## config.mk

```make
export PLATFORM = sky130hd
export DESIGN_NAME = conv_encoder_with_poison
export DESIGN_NICKNAME = d
export VERILOG_FILES = /design/src/hdl/cenc_pkg.sv /design/src/hdl/conv_encoder_with_poison.sv
export VERILOG_INCLUDE_DIRS = /design/src /design/src/hdl
export SDC_FILE = /design/constraint.sdc
export NUM_CORES = 1
export LEC_CHECK = 0
export BUFFER_PORTS_ARGS = -buffer_cell sky130_fd_sc_hd__buf_2
export CELL_PAD_IN_SITES_DETAIL_PLACEMENT = 1
export CELL_PAD_IN_SITES_GLOBAL_PLACEMENT = 2
export CORE_MARGIN = 2
export CORE_UTILIZATION = 44
export CTS_BUF_LIST = sky130_fd_sc_hd__clkbuf_8
export CTS_CLUSTER_SIZE = 14
export DETAILED_ROUTE_END_ITERATION = 7
export MAX_ROUTING_LAYER = met4
export PLACE_DENSITY = 0.95
export SLEW_MARGIN = 10
export SYNTH_ARGS = -nofsm -noshare
export SYNTH_HDL_FRONTEND = slang
export SYNTH_SLANG_ARGS = --single-unit
```

## constraint.sdc

```tcl
create_clock -name aclk -period 10.15 [get_ports aclk]
set_input_delay 1.015 -clock aclk [delete_from_list [all_inputs] [get_ports aclk]]
set_output_delay 1.015 -clock aclk [all_outputs]
set_load 0.02 [all_outputs]
```

## src/hdl/conv_encoder_with_poison_defines.svh

```systemverilog
// Assertion macros shared by the convolutional encoder RTL.
`ifndef CONV_ENCODER_WITH_POISON_DEFINES_SVH
`define CONV_ENCODER_WITH_POISON_DEFINES_SVH

// Same-cycle implication, checked outside reset
`define CENC_ASSERT_IMP(lbl, clk, rstn, ante, cons, msg) \
    lbl: assert property (@(posedge clk) disable iff (!(rstn)) (ante) |-> (cons)) \
        else $error(msg);

// Next-cycle implication, checked outside reset
`define CENC_ASSERT_NXT(lbl, clk, rstn, ante, cons, msg) \
    lbl: assert property (@(posedge clk) disable iff (!(rstn)) (ante) |=> (cons)) \
        else $error(msg);

`endif

```

## src/hdl/cenc_pkg.sv

```systemverilog
// Types and constants for the convolutional encoder.
`timescale 1ns / 1ps

package cenc_pkg;

    // Field widths fixed by the interface
    localparam int GEN_W     = 9;
    localparam int CLEN_W    = 4;
    localparam int NOUT_W    = 3;
    localparam int SYM_W     = 2;
    localparam int NUM_SYM   = 4;
    localparam int MAX_N     = 4;
    localparam int CFG_IDX_W = 3;

    // Request kinds carried in s_tuser
    localparam logic REQ_ENCODE = 1'b0;
    localparam logic REQ_FLUSH  = 1'b1;

    // Input symbol codes
    localparam logic [SYM_W-1:0] IN_FALSE   = 2'd0;
    localparam logic [SYM_W-1:0] IN_TRUE    = 2'd1;
    localparam logic [SYM_W-1:0] IN_ERASURE = 2'd2;
    localparam logic [SYM_W-1:0] IN_INVALID = 2'd3;

    // Coded symbol codes
    localparam logic [SYM_W-1:0] SYM_FALSE  = 2'd0;
    localparam logic [SYM_W-1:0] SYM_POISON = 2'd2;

    // Configuration register indexes
    typedef enum logic [CFG_IDX_W-1:0] {
        CFG_CONSTRAINT_LEN = 3'd0,
        CFG_NUM_OUTPUTS    = 3'd1,
        CFG_GEN_0          = 3'd2,
        CFG_GEN_1          = 3'd3,
        CFG_GEN_2          = 3'd4,
        CFG_GEN_3          = 3'd5
    } cfg_idx_t;

    // Reset values of the configuration registers
    localparam logic [CLEN_W-1:0] RST_CONSTRAINT_LEN = 4'd7;
    localparam logic [NOUT_W-1:0] RST_NUM_OUTPUTS    = 3'd2;
    localparam logic [GEN_W-1:0]  RST_GEN_0          = 9'd121;
    localparam logic [GEN_W-1:0]  RST_GEN_1          = 9'd91;
    localparam logic [GEN_W-1:0]  RST_GEN_2          = 9'd0;
    localparam logic [GEN_W-1:0]  RST_GEN_3          = 9'd0;

endpackage

```

## src/hdl/conv_encoder_with_poison.sv

```systemverilog
// Feedforward convolutional encoder with unknown-value (poison) tracking.
`timescale 1ns / 1ps

// Convolutional encoder, constraint length 2..MAX_K, up to four coded symbols per
// group. Each input beat carries one symbol (false, true, erasure, invalid) or a
// flush request. Erasure and invalid enter the shift register as 0 and mark the
// position unknown; a coded symbol whose generator taps an unknown position comes
// out as poison. An encode beat yields one group, with tlast set. A flush beat yields
// K-1 groups, one per cycle while m_tready holds, only the last with tlast; the input
// stays stalled until the last one has been loaded. Throughput is one group per cycle
// while m_tready holds, set by the single output register. The user must write the
// configuration through cfg_wr_en/cfg_addr/cfg_wdata only while idle (not enforced).
module conv_encoder_with_poison #(
    parameter int MAX_K = 9
) (
    input  logic                            aclk,
    input  logic                            aresetn,

    // configuration write port
    input  logic                            cfg_wr_en,
    input  logic [cenc_pkg::CFG_IDX_W-1:0]  cfg_addr,
    input  logic [cenc_pkg::GEN_W-1:0]      cfg_wdata,

    // input beats
    input  logic                            s_tvalid,
    output logic                            s_tready,
    input  logic [7:0]                      s_tdata,   // [1:0] in_symbol, [7:2] zero
    input  logic                            s_tuser,   // [0] req_type

    // coded groups
    output logic                            m_tvalid,
    input  logic                            m_tready,
    output logic [7:0]                      m_tdata,   // [1:0] out_sym_0 .. [7:6] out_sym_3
    output logic                            m_tlast    // group_last
);

    `include "conv_encoder_with_poison_defines.svh"

    localparam int KW  = $clog2(MAX_K + 1);   // holds K
    localparam int KIW = $clog2(MAX_K);       // indexes the K-bit register
    localparam int SW  = MAX_K - 1;           // state width

    // configuration registers
    logic [cenc_pkg::CLEN_W-1:0] clen_reg;
    logic [cenc_pkg::NOUT_W-1:0] nout_reg;
    logic [cenc_pkg::GEN_W-1:0]  gen_reg [cenc_pkg::NUM_SYM];

    // encoder state
    logic [SW-1:0]  trellis_reg, trellis_next;
    logic [SW-1:0]  unk_reg, unk_next;
    logic [KIW-1:0] flush_cnt_reg, flush_cnt_next;

    // output register
    logic                                 m_valid_reg, m_valid_next;
    logic [cenc_pkg::SYM_W-1:0]           sym_reg [cenc_pkg::NUM_SYM];
    logic [cenc_pkg::SYM_W-1:0]           sym_next [cenc_pkg::NUM_SYM];
    logic                                 last_reg, last_next;

    logic           out_free;
    logic           load_in;
    logic           load_flush;
    logic           load_grp;
    logic           new_bit;
    logic           new_unk;
    logic [KW-1:0]  eff_k;
    logic [KIW-1:0] km1;
    logic [cenc_pkg::NOUT_W-1:0] eff_n;
    logic [SW-1:0]  smask;
    logic [MAX_K-1:0] reg_vec;
    logic [MAX_K-1:0] regu_vec;
    logic [MAX_K-1:0] tap;

    // configuration writes
    always_ff @(posedge aclk) begin
        if (!aresetn) begin
            clen_reg   <= cenc_pkg::RST_CONSTRAINT_LEN;
            nout_reg   <= cenc_pkg::RST_NUM_OUTPUTS;
            gen_reg[0] <= cenc_pkg::RST_GEN_0;
            gen_reg[1] <= cenc_pkg::RST_GEN_1;
            gen_reg[2] <= cenc_pkg::RST_GEN_2;
            gen_reg[3] <= cenc_pkg::RST_GEN_3;
        end else if (cfg_wr_en) begin
            case (cenc_pkg::cfg_idx_t'(cfg_addr))
                cenc_pkg::CFG_CONSTRAINT_LEN: clen_reg   <= cfg_wdata[cenc_pkg::CLEN_W-1:0];
                cenc_pkg::CFG_NUM_OUTPUTS:    nout_reg   <= cfg_wdata[cenc_pkg::NOUT_W-1:0];
                cenc_pkg::CFG_GEN_0:          gen_reg[0] <= cfg_wdata;
                cenc_pkg::CFG_GEN_1:          gen_reg[1] <= cfg_wdata;
                cenc_pkg::CFG_GEN_2:          gen_reg[2] <= cfg_wdata;
                cenc_pkg::CFG_GEN_3:          gen_reg[3] <= cfg_wdata;
                default: ;
            endcase
        end
    end

    // clamp K and n to their legal ranges
    always_comb begin
        if (int'(clen_reg) < 2) begin
            eff_k = KW'(2);
        end else if (int'(clen_reg) > MAX_K) begin
            eff_k = KW'(MAX_K);
        end else begin
            eff_k = KW'(clen_reg);
        end
        km1 = KIW'(eff_k - KW'(1));

        if (nout_reg == '0) begin
            eff_n = cenc_pkg::NOUT_W'(1);
        end else if (int'(nout_reg) > cenc_pkg::MAX_N) begin
            eff_n = cenc_pkg::NOUT_W'(cenc_pkg::MAX_N);
        end else begin
            eff_n = nout_reg;
        end
    end

    // handshake
    assign out_free   = !m_valid_reg || m_tready;
    assign s_tready   = (flush_cnt_reg == '0) && out_free;
    assign load_in    = s_tvalid && s_tready;
    assign load_flush = (flush_cnt_reg != '0) && out_free;
    assign load_grp   = load_in || load_flush;

    // select the bit entering the register and the group's last flag
    always_comb begin
        new_bit        = 1'b0;
        new_unk        = 1'b0;
        last_next      = last_reg;
        flush_cnt_next = flush_cnt_reg;
        if (load_in && s_tuser == cenc_pkg::REQ_ENCODE) begin
            // erasure and invalid both have the upper code bit set
            new_unk   = s_tdata[1];
            new_bit   = !s_tdata[1] && s_tdata[0];
            last_next = 1'b1;
        end else if (load_in) begin
            last_next      = (km1 == KIW'(1));
            flush_cnt_next = KIW'(km1 - KIW'(1));
        end else if (load_flush) begin
            last_next      = (flush_cnt_reg == KIW'(1));
            flush_cnt_next = KIW'(flush_cnt_reg - KIW'(1));
        end
    end

    // build the K-bit register and its unknown mask, then the next state
    always_comb begin
        for (int i = 0; i < SW; i++) begin
            smask[i] = (i < int'(km1));
        end
        for (int i = 0; i < MAX_K; i++) begin
            if (i == int'(km1)) begin
                reg_vec[i]  = new_bit;
                regu_vec[i] = new_unk;
            end else if (i < int'(km1)) begin
                reg_vec[i]  = trellis_reg[i];
                regu_vec[i] = unk_reg[i];
            end else begin
                reg_vec[i]  = 1'b0;
                regu_vec[i] = 1'b0;
            end
        end
        for (int i = 0; i < SW; i++) begin
            trellis_next[i] = reg_vec[i+1] & smask[i];
            unk_next[i]     = regu_vec[i+1] & smask[i];
        end
    end

    // coded symbols: false beyond n, poison on any unknown tap, else parity of the taps
    always_comb begin
        tap = '0;
        for (int j = 0; j < cenc_pkg::NUM_SYM; j++) begin
            tap = MAX_K'(gen_reg[j]);
            if (j >= int'(eff_n)) begin
                sym_next[j] = cenc_pkg::SYM_FALSE;
            end else if (|(tap & regu_vec)) begin
                sym_next[j] = cenc_pkg::SYM_POISON;
            end else begin
                sym_next[j] = {1'b0, ^(tap & reg_vec)};
            end
        end
    end

    always_comb begin
        if (load_grp) begin
            m_valid_next = 1'b1;
        end else if (m_tready) begin
            m_valid_next = 1'b0;
        end else begin
            m_valid_next = m_valid_reg;
        end
    end

    // control and state registers
    always_ff @(posedge aclk) begin
        if (!aresetn) begin
            trellis_reg   <= '0;
            unk_reg       <= '0;
            flush_cnt_reg <= '0;
            m_valid_reg   <= 1'b0;
        end else begin
            flush_cnt_reg <= flush_cnt_next;
            m_valid_reg   <= m_valid_next;
            if (load_grp) begin
                trellis_reg <= trellis_next;
                unk_reg     <= unk_next;
            end
        end
    end

    // output payload
    always_ff @(posedge aclk) begin
        if (load_grp) begin
            for (int j = 0; j < cenc_pkg::NUM_SYM; j++) begin
                sym_reg[j] <= sym_next[j];
            end
            last_reg <= last_next;
        end
    end

    assign m_tvalid = m_valid_reg;
    assign m_tdata  = {sym_reg[3], sym_reg[2], sym_reg[1], sym_reg[0]};
    assign m_tlast  = last_reg;

    // checks
    `CENC_ASSERT_NXT(a_encode_one_group, aclk, aresetn,
        load_in && s_tuser == cenc_pkg::REQ_ENCODE, m_valid_reg && last_reg,
        "encode beat did not produce a last group")
    `CENC_ASSERT_IMP(a_no_last_mid_flush, aclk, aresetn,
        m_valid_reg && flush_cnt_reg != '0, !last_reg,
        "last flag set while flush groups remain")
    `CENC_ASSERT_NXT(a_flush_ends_last, aclk, aresetn,
        load_flush && flush_cnt_reg == KIW'(1), m_valid_reg && last_reg,
        "final flush group not flagged last")

endmodule
```

==> results of run 1 <==
per-layer routing:
metal,vias up,GRT usage [%]
met5,-,-
met4,0,8.704
met3,22,5.040
met2,125,39.50
met1,1740,32.51
li1,1626,-
cell families (layout without fill, tap and decap cells):
kind of cell | Yosys count | count (layout) | share of synthesized area [%]
buffers and inverters | 23 | 61 | 2.074
AND/OR/NAND/NOR | 194 | 194 | 25.32
adder cells (fa/ha/maj) | 9 | 9 | 2.593
AO/OA/AOI/OAI | 85 | 85 | 13.97
flip-flops | 73 | 73 | 44.02
multiplexers | 16 | 16 | 3.976
XOR/XNOR | 21 | 21 | 8.038
layout by cell type, fill, tap and decap left out, types with 3 or more instances in the layout:
cell,instances
a21boi_0,6
a21oi_1,11
a222oi_1,8
a22oi_1,13
a31oi_1,5
a32o_1,3
and2_1,29
buf_2,30
buf_4,4
clkbuf_8,9
dfxtp_1,28
edfxtp_1,45
ha_1,9
inv_1,11
inv_6,3
mux2_2,4
mux2i_1,10
nand2_1,42
nand2b_1,11
nand3_1,10
nand3b_1,3
nand4_1,6
nor2_1,20
nor2b_1,28
nor3_1,6
nor3_2,5
nor3b_1,6
nor4_1,4
o21ai_0,16
o21ai_1,3
o31ai_1,6
or3_1,14
xnor2_1,7
xnor3_1,12
layout make-up:
type	instances	area, um^2
multi-input combinational	325	2341
tap	133	166.4
timing repair buffer	34	180.2
fill	1093	4837
clock inverter	7	82.58
sequential	73	1912
inverter	11	41.29
clock buffer	9	123.9
worst max path at each step:
| stage | to | slack (ps) |
|---|---|---|
| after floorplan | sym_reg[0][0]$_SDFFCE_PP0P_ | 6640 |
| after global placement | sym_reg[3][0]$_SDFFCE_PP0P_ | 5920 |
| after detailed placement | sym_reg[0][0]$_SDFFCE_PP0P_ | 5830 |
| after CTS | sym_reg[3][0]$_SDFFCE_PP0P_ | 5790 |
| after global routing | sym_reg[3][0]$_SDFFCE_PP0P_ | 5320 |
| final | sym_reg[0][0]$_SDFFCE_PP0P_ | 5730 |
per-stage QoR:
stage | setup slack [ps] | hold slack [ps] | cells | total power, mW
after global routing | 5322 | 501.6 | 592 | 0.8980
after CTS | 5787 | 495.2 | 592 | 0.8568
final | 5733 | 491.6 | 592 | 0.8523
after detailed placement | 5829 | 481.8 | 576 | 0.6146
after global placement | 5916 | 455.5 | 576 | 0.6053
after floorplan | 6642 | 436.1 | 421 | 0.5414
critical path, delay by kind of cell, from the launching register on:
family                   cells  cell delay [ps]
AND/OR/NAND/NOR              4             1150
flip-flops                   1              710
buffers and inverters        1              240
adder cells (fa/ha/maj)      1              490
multiplexers                 1              440
AO/OA/AOI/OAI                2              360
XOR/XNOR                     2              790
power breakdown:
group / internal (mW) / total [mW] / switching [mW]
Clock: 0.118 / 0.245 / 0.127
Combinational: 0.0873 / 0.227 / 0.140
Sequential: 0.357 / 0.381 / 0.0235
Yosys cell counts (8+ instances only):
master    instances
a21oi_1          11
a222oi_1          8
a22oi_1          13
and2_1           29
clkbuf_1          9
dfxtp_1          28
edfxtp_1         45
ha_1              9
inv_1            11
mux2i_1          10
nand2_1          42
nand2b_1         11
nand3_1          10
nor2_1           20
nor2b_1          28
o21ai_0          18
or3_1            14
xnor3_1          12
==> metrics, run 1 <==
outcome finished clean; Final period util 43.52%; core outline area 9684 um^2; r2r startpoint clen_reg[3]$_SDFFE_PN0P_; cell count after synthesis 421; Synthesized Nets 456; total grt overflow 0; Worst-Skew Late Latency 370 ps; initial antenna violation count 0; final core area utilization 50.05%; post-place instance area 4641 um^2; # resized after CTS 0; Max Used Layer met4; post-route cell area 4847 um^2; htree depth 3; DR vias 3513; slowest CP cell dfxtp_1; Post-synth EDFFs 45; Mean Syn Cell Area 10.32 um^2; Static Leak 1.839 nW; Synth async-reset ratio 0%; CP Launch Type register; post-DP HPWL 9088 um; fmax 226.4 MHz; synth warn 0; largest net degree at the start of global routing 35; Min-Delay Endpoint unk_reg[4]$_SDFFE_PN0P_; clock buffer depth 2; Crit. End Element register; Reg clk slew, reported paths 90 ps; crit path DAT 4540 ps; worst-path cell chain a21oi_1, inv_1, ha_1, nand2_1, nor3_1, o31ai_2, mux2i_2, nand2_1, xnor3_1, xnor3_1, nor2b_1; initial core utilization 44.84%; M1 wire length 5443 um; FF-to-FF path depth 11; Synth Flop Type edfxtp_1; post-synth top area cell edfxtp_1; Inserted Diodes 0; GRT Total Usage 25.14%; Critical Path Source clen_reg[3]$_SDFFE_PN0P_; setup_tns 0 ps; Hold Path Stages 2; Site Rows 36; first-pass GRT wire length 19240 um; hold_buf cts 0; r2r setup slk 5730 ps; Seq/Total Area, Yosys 44.02%; Die Span X 103.4 um; dominant cells by area after synthesis edfxtp_1 31%, dfxtp_1 13%, xnor3_1 6.2%; critical path type reg2reg; post-route antenna net violation count 0; max_cap viols 0; CTS tree built; max-slew violations 0; count of cell types in the netlist 52; FF+latch count, synth 73; I/O Pins 37; layout cells sized above 1 14.81%; drt via density 5.934; Worst Skew 12.91 ps; Die Span Y 103.4 um; fin crit period 4417 ps; Met3 Wirelength 679 um; DRT Wirelength 12220 um; Largest register FFs 36; unrepaired setup endpoints after global routing no; maximum vdd ir drop 0.1061 mV; DRT Pass-1 Iters 7; worst-margin pin slew 800.3 ps; final hold vios 0; DR iter-0 viols 273; hold path start unk_reg[4]$_SDFFE_PN0P_; Max Fanout on Critical Path 17; Inserted Clock Buffers 9; CTS Sinks 73; clock root buffer clkbuf_8; number of global-route vias before repair 3588; metal2 WL 5851 um; Routed WL per cell 20.64 um; share of the synthesized area in the top cell type 31.11%; post-CTS setup buffer count 0; required time of the critical path 10270 ps; worst hold path class reg2reg; reg2reg end sym_reg[0][0]$_SDFFCE_PP0P_; final net count 489; Final GP Congestion 0.9104; Final setup viols 0; PwrDens 175.8 nW/um^2; Mapped Area 4343 um^2; PortBufs 30; die footprint 10680 um^2; Max-slew headroom 46.24%; peak per-stage delay on the critical path 710 ps; Layout area overhead 11.61%; DRC violations left 0
No activity file was read; power rests on OpenSTA's default activity.
==> inputs of run 2 (changes only) <==
ABC_AREA = 1   (was default)
CORE_UTILIZATION = 36   (was 44)
PLACE_DENSITY = 0.91   (was 0.95)
clock period = 4.3 ns   (was 10.15 ns; I/O delays follow)
==> run 2 against run 1 <==
Net effect:
- via count grew 19%
- die area increased by 30%
- power grew to 2.5 times the previous value
- register-to-register slack got worse by 4900 ps
- core utilization decreased by 8.9 points
- synthesized cell count up 48%
- synthesized area grew 7.2%
- highest routed layer unchanged
- non-clock buffer count down 3
- fmax up 26%
- clock skew grew 7.3 ps
- final area increased by 7.1%
- sequential share of layout area fell by 2.6 points
==> metrics, run 2 <==
Max Fanout on Critical Path 11 (was 17); clock buffer depth 2 (unchanged); Post-synth EDFFs 45 (unchanged); most frequent cells in the layout 201 x nand2_1, 77 x inv_1, 65 x nor2_1 (was 45 x edfxtp_1, 42 x nand2_1, 30 x buf_2); Seq/Total Area, Yosys 41.08% (was 44.02%); Mapped Area 4654 um^2 (was 4343 um^2); Routed WL per cell 16.21 um (was 20.64 um); DRT Pass-1 Iters 6 (was 7); post-DP HPWL 10330 um (was 9088 um); Max-slew headroom 37.31% (was 46.24%); worst-margin pin slew 930.6 ps (was 800.3 ps); DRC violations left 0 (unchanged); DR vias 4172 (was 3513); hold_buf cts 0 (unchanged); maximum vdd ir drop 0.1970 mV (was 0.1061 mV); required time of the critical path 4450 ps (was 10270 ps); fmax 285.8 MHz (was 226.4 MHz); Min-Delay Endpoint nout_reg[0]$_SDFFE_PN0P_ (was unk_reg[4]$_SDFFE_PN0P_); Hold Path Stages 3 (was 2); CTS Sinks 73 (unchanged); Synth Flop Type edfxtp_1 (unchanged); Static Leak 2.315 nW (was 1.839 nW); dominant cells by area after synthesis edfxtp_1 29%, nand2_1 16%, dfxtp_1 12% (was edfxtp_1 31%, dfxtp_1 13%, xnor3_1 6.2%); crit path DAT 3650 ps (was 4540 ps); final core area utilization 41.13% (was 50.05%); clock root buffer clkbuf_8 (unchanged); Final period util 81.38% (was 43.52%); initial antenna violation count 0 (unchanged); Final GP Congestion 0.8856 (was 0.9104); reg2reg end sym_reg[2][1]$_SDFFCE_PP0P_ (was sym_reg[0][0]$_SDFFCE_PP0P_); first-pass GRT wire length 21740 um (was 19240 um); Synth async-reset ratio 0% (unchanged); htree depth 3 (unchanged); CP Launch Type register (unchanged); FF+latch count, synth 73 (unchanged); # resized after CTS 0 (unchanged); Inserted Clock Buffers 9 (unchanged); outcome finished clean (unchanged); Final setup viols 0 (unchanged); GRT Total Usage 20.52% (was 25.14%); hold path start cfg_wdata[0] (was unk_reg[4]$_SDFFE_PN0P_); cell count after synthesis 625 (was 421); final hold vios 0 (unchanged); Largest register FFs 36 (unchanged); share of the synthesized area in the top cell type 29.03% (was 31.11%); Inserted Diodes 0 (unchanged); M2 GR Usage 34.19% (was 39.50%); layout cells sized above 1 15.06% (was 14.81%); gr busiest metal met2 (unchanged); I/O Pins 37 (unchanged); Die Span X 117.7 um (was 103.4 um); max-slew violations 0 (unchanged); r2r startpoint clen_reg[2]$_SDFFE_PN1P_ (was clen_reg[3]$_SDFFE_PN0P_); met1 usage 25.54% (was 32.51%); M3 GR Usage 2.083% (was 5.040%); Worst Skew 20.18 ps (was 12.91 ps); setup_tns 0 ps (unchanged); fin crit period 3499 ps (was 4417 ps); Worst-Skew Late Latency 370 ps (about the same); Layout fillers 1638 (was 1093); total grt overflow 0 (unchanged); largest net degree at the start of global routing 23 (was 35); Mean Syn Cell Area 7.447 um^2 (was 10.32 um^2); max_cap viols 0 (unchanged); initial core utilization 36.88% (was 44.84%); worst hold path class in2reg (was reg2reg); unrepaired setup endpoints after global routing no (unchanged); PortBufs 30 (unchanged); Crit. End Element register (unchanged); count of cell types in the netlist 38 (was 52); die footprint 13850 um^2 (was 10680 um^2); post-CTS setup buffer count 0 (unchanged); r2r setup slk 800 ps (was 5730 ps); core outline area 12620 um^2 (was 9684 um^2); Synthesized Nets 660 (was 456); top cells by count, synth 201 x nand2_1, 76 x inv_1, 65 x nor2_1, 50 x nand3_1, 45 x edfxtp_1 (was 45 x edfxtp_1, 42 x nand2_1, 29 x and2_1, 28 x dfxtp_1, 28 x nor2b_1); FF-to-FF path depth 13 (was 11); most common cell after layout, fill and taps aside nand2_1 (was edfxtp_1); DR iter-0 viols 214 (was 273); top-count cell post-synth nand2_1 (was edfxtp_1); Site Rows 41 (was 36); PwrDens 416.2 nW/um^2 (was 175.8 nW/um^2); critical path type reg2reg (unchanged); synth warn 0 (unchanged); drt via density 4.990 (was 5.934); final net count 694 (was 489); Reg clk slew, reported paths 100 ps (was 90 ps); post-route antenna net violation count 0 (unchanged); Die Span Y 117.7 um (was 103.4 um); Layout area overhead 11.51% (was 11.61%); CTS tree built (unchanged); post-synth top area cell edfxtp_1 (unchanged); DRT Wirelength 13550 um (was 12220 um); number of global-route vias before repair 4269 (was 3588)
==> run 2: where the power goes <==
| group | internal, mW | switching [mW] |
|---|---|---|
| registers | 0.850 | 0.0383 |
| clock network | 0.327 | 0.290 |
| logic | 0.181 | 0.474 |
| total | 1.36 | 0.802 |
==> run 2: how the worst max path moves through the flow <==
stage                                       end  slack (ps)                startpoint
finish              sym_reg[2][1]$_SDFFCE_PP0P_         800  clen_reg[2]$_SDFFE_PN1P_
global route        sym_reg[2][1]$_SDFFCE_PP0P_         580  clen_reg[2]$_SDFFE_PN1P_
CTS                 sym_reg[2][1]$_SDFFCE_PP0P_         810  clen_reg[2]$_SDFFE_PN1P_
detailed placement  sym_reg[2][1]$_SDFFCE_PP0P_         850  clen_reg[2]$_SDFFE_PN1P_
global placement    sym_reg[2][1]$_SDFFCE_PP0P_         960  clen_reg[2]$_SDFFE_PN1P_
floorplan           sym_reg[0][0]$_SDFFCE_PP0P_        1730  clen_reg[2]$_SDFFE_PN1P_
==> run 2: cell families after synthesis <==
kind of cell               count (synthesis)  synth area share (%)
AOI/OAI and AO/OA                         66                 7.957
and+or+nand+nor                          371                 37.18
xor gates and xnor gates                  17                 3.602
buffers and inverters                     89                 7.769
DFF                                       73                 41.08
adders and majority gates                  9                 2.419
==> run 2: cell type report <==
class                   count  area (um^2)  area share, %
flip-flops and latches     73         1912          36.84
clock buffers               9        123.9          2.387
inverters                  81        304.0          5.858
clock inverters             7        96.34          1.856
well taps                 172        215.2          4.147
multi-input cells         463         2381          45.88
repair buffers             31        157.7          3.038
==> run 2: routing by layer <==
metal	wire [um]	vias to the layer above	share of wire, %
li1	-	2078	-
met1	6032	1996	45
met2	6691	77	49
met3	528	21	3.9
met4	300	0	2.2
met5	0	-	0
==> run 2: critical path, stage by stage, from the launching register on <==
cell	delay, ps
dfxtp_1	370
a21oi_1	340
inv_1	220
ha_1	330
xor2_4	480
inv_2	250
nor2_8	190
nand2_4	90
a21oi_1	340
o21ai_0	160
nor2_1	280
nand3_1	110
nand2_1	70
inv_1	40
==> run 2: through the flow <==
| step | instances | hold WS (ps) | worst slack [ps] | area, um^2 | total power, mW |
|---|---|---|---|---|---|
| finish | 836 | 359.1 | 800.7 | 5190 | 2.160 |
| global route | 836 | 379.4 | 582.0 | 5190 | 2.271 |
| CTS | 836 | 355.6 | 809.4 | 5190 | 2.172 |
| detailed placement | 820 | 458.8 | 845.5 | 4970 | 1.559 |
| global placement | 820 | 436.3 | 964.6 | 4970 | 1.529 |
| floorplan | 625 | 424.4 | 1728 | 4654 | 1.349 |
==> inputs of run 3 (changes only) <==
CORE_UTILIZATION = 33   (was 36)
PLACE_DENSITY = 0.88   (was 0.91)
clock period = 3.17 ns   (was 4.3 ns; I/O delays follow)
==> run 3 against run 2 <==
Net effect:
- register-to-register slack got worse by 590 ps
- critical endpoint is now sym_reg[0][0]$_SDFFCE_PP0P_
- worst setup slack worse by 590 ps
- combinational power grew 39%
- core utilization down 2.7 points
- highest routed layer unchanged
- largest cell class unchanged
- critical path type unchanged
- flip-flop and latch count unchanged
==> metrics, run 3 (synthesis results as in run 2) <==
Die Span X 122.8 um (was 117.7 um); die footprint 15070 um^2 (was 13850 um^2); DR iter-0 viols 199 (was 214); CP Launch Type register (unchanged); core outline area 13830 um^2 (was 12620 um^2); CTS Sinks 73 (unchanged); register area 1912 um^2 (unchanged); layout cells sized above 1 17.70% (was 15.06%); final net count 708 (was 694); maximum vdd ir drop 0.2206 mV (was 0.1970 mV); post-DP HPWL 10740 um (was 10330 um); Largest register FFs 36 (unchanged); Reg clk slew, reported paths 90 ps (was 100 ps); setup_tns 0 ps (unchanged); Worst Skew 13.33 ps (was 20.18 ps); Layout area overhead 14.01% (was 11.51%); clock buffer depth 2 (unchanged); unrepaired setup endpoints after global routing no (unchanged); outcome finished clean (unchanged); post-route antenna net violation count 0 (unchanged); initial antenna violation count 0 (unchanged); fin crit period 2962 ps (was 3499 ps); largest net degree at the start of global routing 22 (was 23); DRC violations left 0 (unchanged); htree depth 3 (unchanged); Critical Path Source clen_reg[3]$_SDFFE_PN0P_ (was clen_reg[2]$_SDFFE_PN1P_); Final GP Congestion 0.9092 (was 0.8856); PortBufs 30 (unchanged); clock root buffer clkbuf_8 (unchanged); Site Rows 43 (was 41); crit path DAT 3080 ps (was 3650 ps); max_cap viols 0 (unchanged); setup slack after layout 208.2 ps (was 800.7 ps); Sw Pwr 1.106 mW (was 802.5 uW); number of global-route vias before repair 4508 (was 4269); Die Span Y 122.8 um (was 117.7 um); Static Leak 2.369 nW (was 2.315 nW); initial core utilization 33.66% (was 36.88%); Layout fillers 1721 (was 1638); FF-to-FF path depth 18 (was 13); required time of the critical path 3280 ps (was 4450 ps); Worst-Skew Late Latency 360 ps (was 370 ps); sw frac 38.42% (was 37.15%); Final period util 93.43% (was 81.38%); Inserted Clock Buffers 9 (unchanged); Hold Path Stages 3 (unchanged); r2r startpoint clen_reg[3]$_SDFFE_PN0P_ (was clen_reg[2]$_SDFFE_PN1P_); Inserted Diodes 0 (unchanged); Final setup viols 0 (unchanged); DRT Wirelength 13590 um (was 13550 um); setup slack at placement 61.22 ps (was 845.5 ps); fmax 337.6 MHz (was 285.8 MHz); drt via density 4.953 (was 4.990); Routed WL per cell 15.84 um (was 16.21 um); worst setup path endpoint sym_reg[0][0]$_SDFFCE_PP0P_ (was sym_reg[2][1]$_SDFFCE_PP0P_); most frequent cells in the layout 201 x nand2_1, 74 x inv_1, 65 x nor2_1 (was 201 x nand2_1, 77 x inv_1, 65 x nor2_1); Crit. End Element register (unchanged); I/O Pins 37 (unchanged); first-pass GRT wire length 22450 um (was 21740 um); Pint 1.773 mW (was 1.358 mW); DR vias 4250 (was 4172); PwrDens 542.5 nW/um^2 (was 416.2 nW/um^2); total grt overflow 0 (unchanged); combinational share of power 31.7% (was 30.3%); Max-slew headroom 47.23% (was 37.31%); final hold vios 0 (unchanged); critical path type reg2reg (unchanged); Clock power frac 26.3% (was 28.6%); worst hold path class in2reg (unchanged); power share of the sequential group 41.9% (was 41.1%); multi-input logic area 2404 um^2 (was 2381 um^2); r2r setup slk 210 ps (was 800 ps); GRT Total Usage 19.89% (was 20.52%); worst-margin pin slew 790.6 ps (was 930.6 ps); CTS tree built (unchanged); DRT Pass-1 Iters 4 (was 6); max-slew violations 0 (unchanged); Max Fanout on Critical Path 7 (was 11); most common cell after layout, fill and taps aside nand2_1 (unchanged); final core area utilization 38.38% (was 41.13%); reg2reg end sym_reg[0][0]$_SDFFCE_PP0P_ (was sym_reg[2][1]$_SDFFCE_PP0P_)
-- run 3: cell type report --
| class | count | share of cell area (%) |
|---|---|---|
| Clock buffer | 9 | 2.334 |
| Tap cell | 180 | 4.244 |
| Inverter | 81 | 5.848 |
| Clock inverter | 7 | 1.297 |
| Sequential cell | 73 | 36.03 |
| Timing Repair Buffer | 45 | 4.952 |
| Multi-Input combinational cell | 463 | 45.30 |
-- run 3: per-stage QoR --
step           cell area (um^2)  instances  power (mW)  hold WS, ps
6_report                   5306        858       2.879        266.0
4_1_cts                    5266        856       2.892        254.9
3_3_place_gp               5070        840       2.086        438.8
5_1_grt                    5306        858       3.049        280.4
3_5_place_dp               5070        840       2.130        451.0
2_1_floorplan              4654        625       1.830        424.4
-- run 3: worst min-delay path by stage --
| stage | from | to | slack (ps) |
|---|---|---|---|
| finish | cfg_wdata[2] | nout_reg[2]$_SDFFE_PN0P_ | 270 |
| global route | cfg_wdata[0] | nout_reg[0]$_SDFFE_PN0P_ | 280 |
| CTS | cfg_wdata[2] | nout_reg[2]$_SDFFE_PN0P_ | 250 |
| detailed placement | nout_reg[0]$_SDFFE_PN0P_ | nout_reg[0]$_SDFFE_PN0P_ | 450 |
| global placement | nout_reg[0]$_SDFFE_PN0P_ | nout_reg[0]$_SDFFE_PN0P_ | 440 |
| floorplan | nout_reg[0]$_SDFFE_PN0P_ | nout_reg[0]$_SDFFE_PN0P_ | 420 |
-- run 3: power groups by stage --
stage | sequential, mW | clock, mW | combinational [mW]
2_1_floorplan | 1.29 | 0 | 0.535
3_3_place_gp | 1.22 | 0 | 0.866
3_5_place_dp | 1.23 | 0 | 0.900
4_1_cts | 1.21 | 0.774 | 0.909
5_1_grt | 1.22 | 0.805 | 1.02
6_report | 1.21 | 0.758 | 0.913
-- run 3: repair_timing --
| item | CTS | global route |
|---|---|---|
| gates resized for setup | 1 | 8 |
| endpoints found under the setup margin | 2 | 8 |
| pin swaps | 0 | 0 |
| setup buffers | 0 | 2 |
| hold buffers | 0 | 0 |
-- run 3: critical path: stages (launching register included) --
cell and delay [ps]:
dfxtp_1 340, buf_4 170, or2_4 260, nand2_4 110, ha_2 250, xor2_4 180
buf_4 190, buf_4 170, nand4_2 220, nand3_1 180, nand3_1 90, nand2_1 80
nand2_1 50, nand2_1 130, inv_1 60, nand2_1 70, nand3_1 70, nand2_1 70
nor2_1 40
-- run 3: per-layer routing --
layer / global-route usage [%] / up-vias / wire, um
li1: - / 2101 / -
met4: 6.178 / 0 / 224
met5: - / - / 0
met3: 2.881 / 19 / 528
met2: 34.50 / 71 / 6881
met1: 23.77 / 2059 / 5960
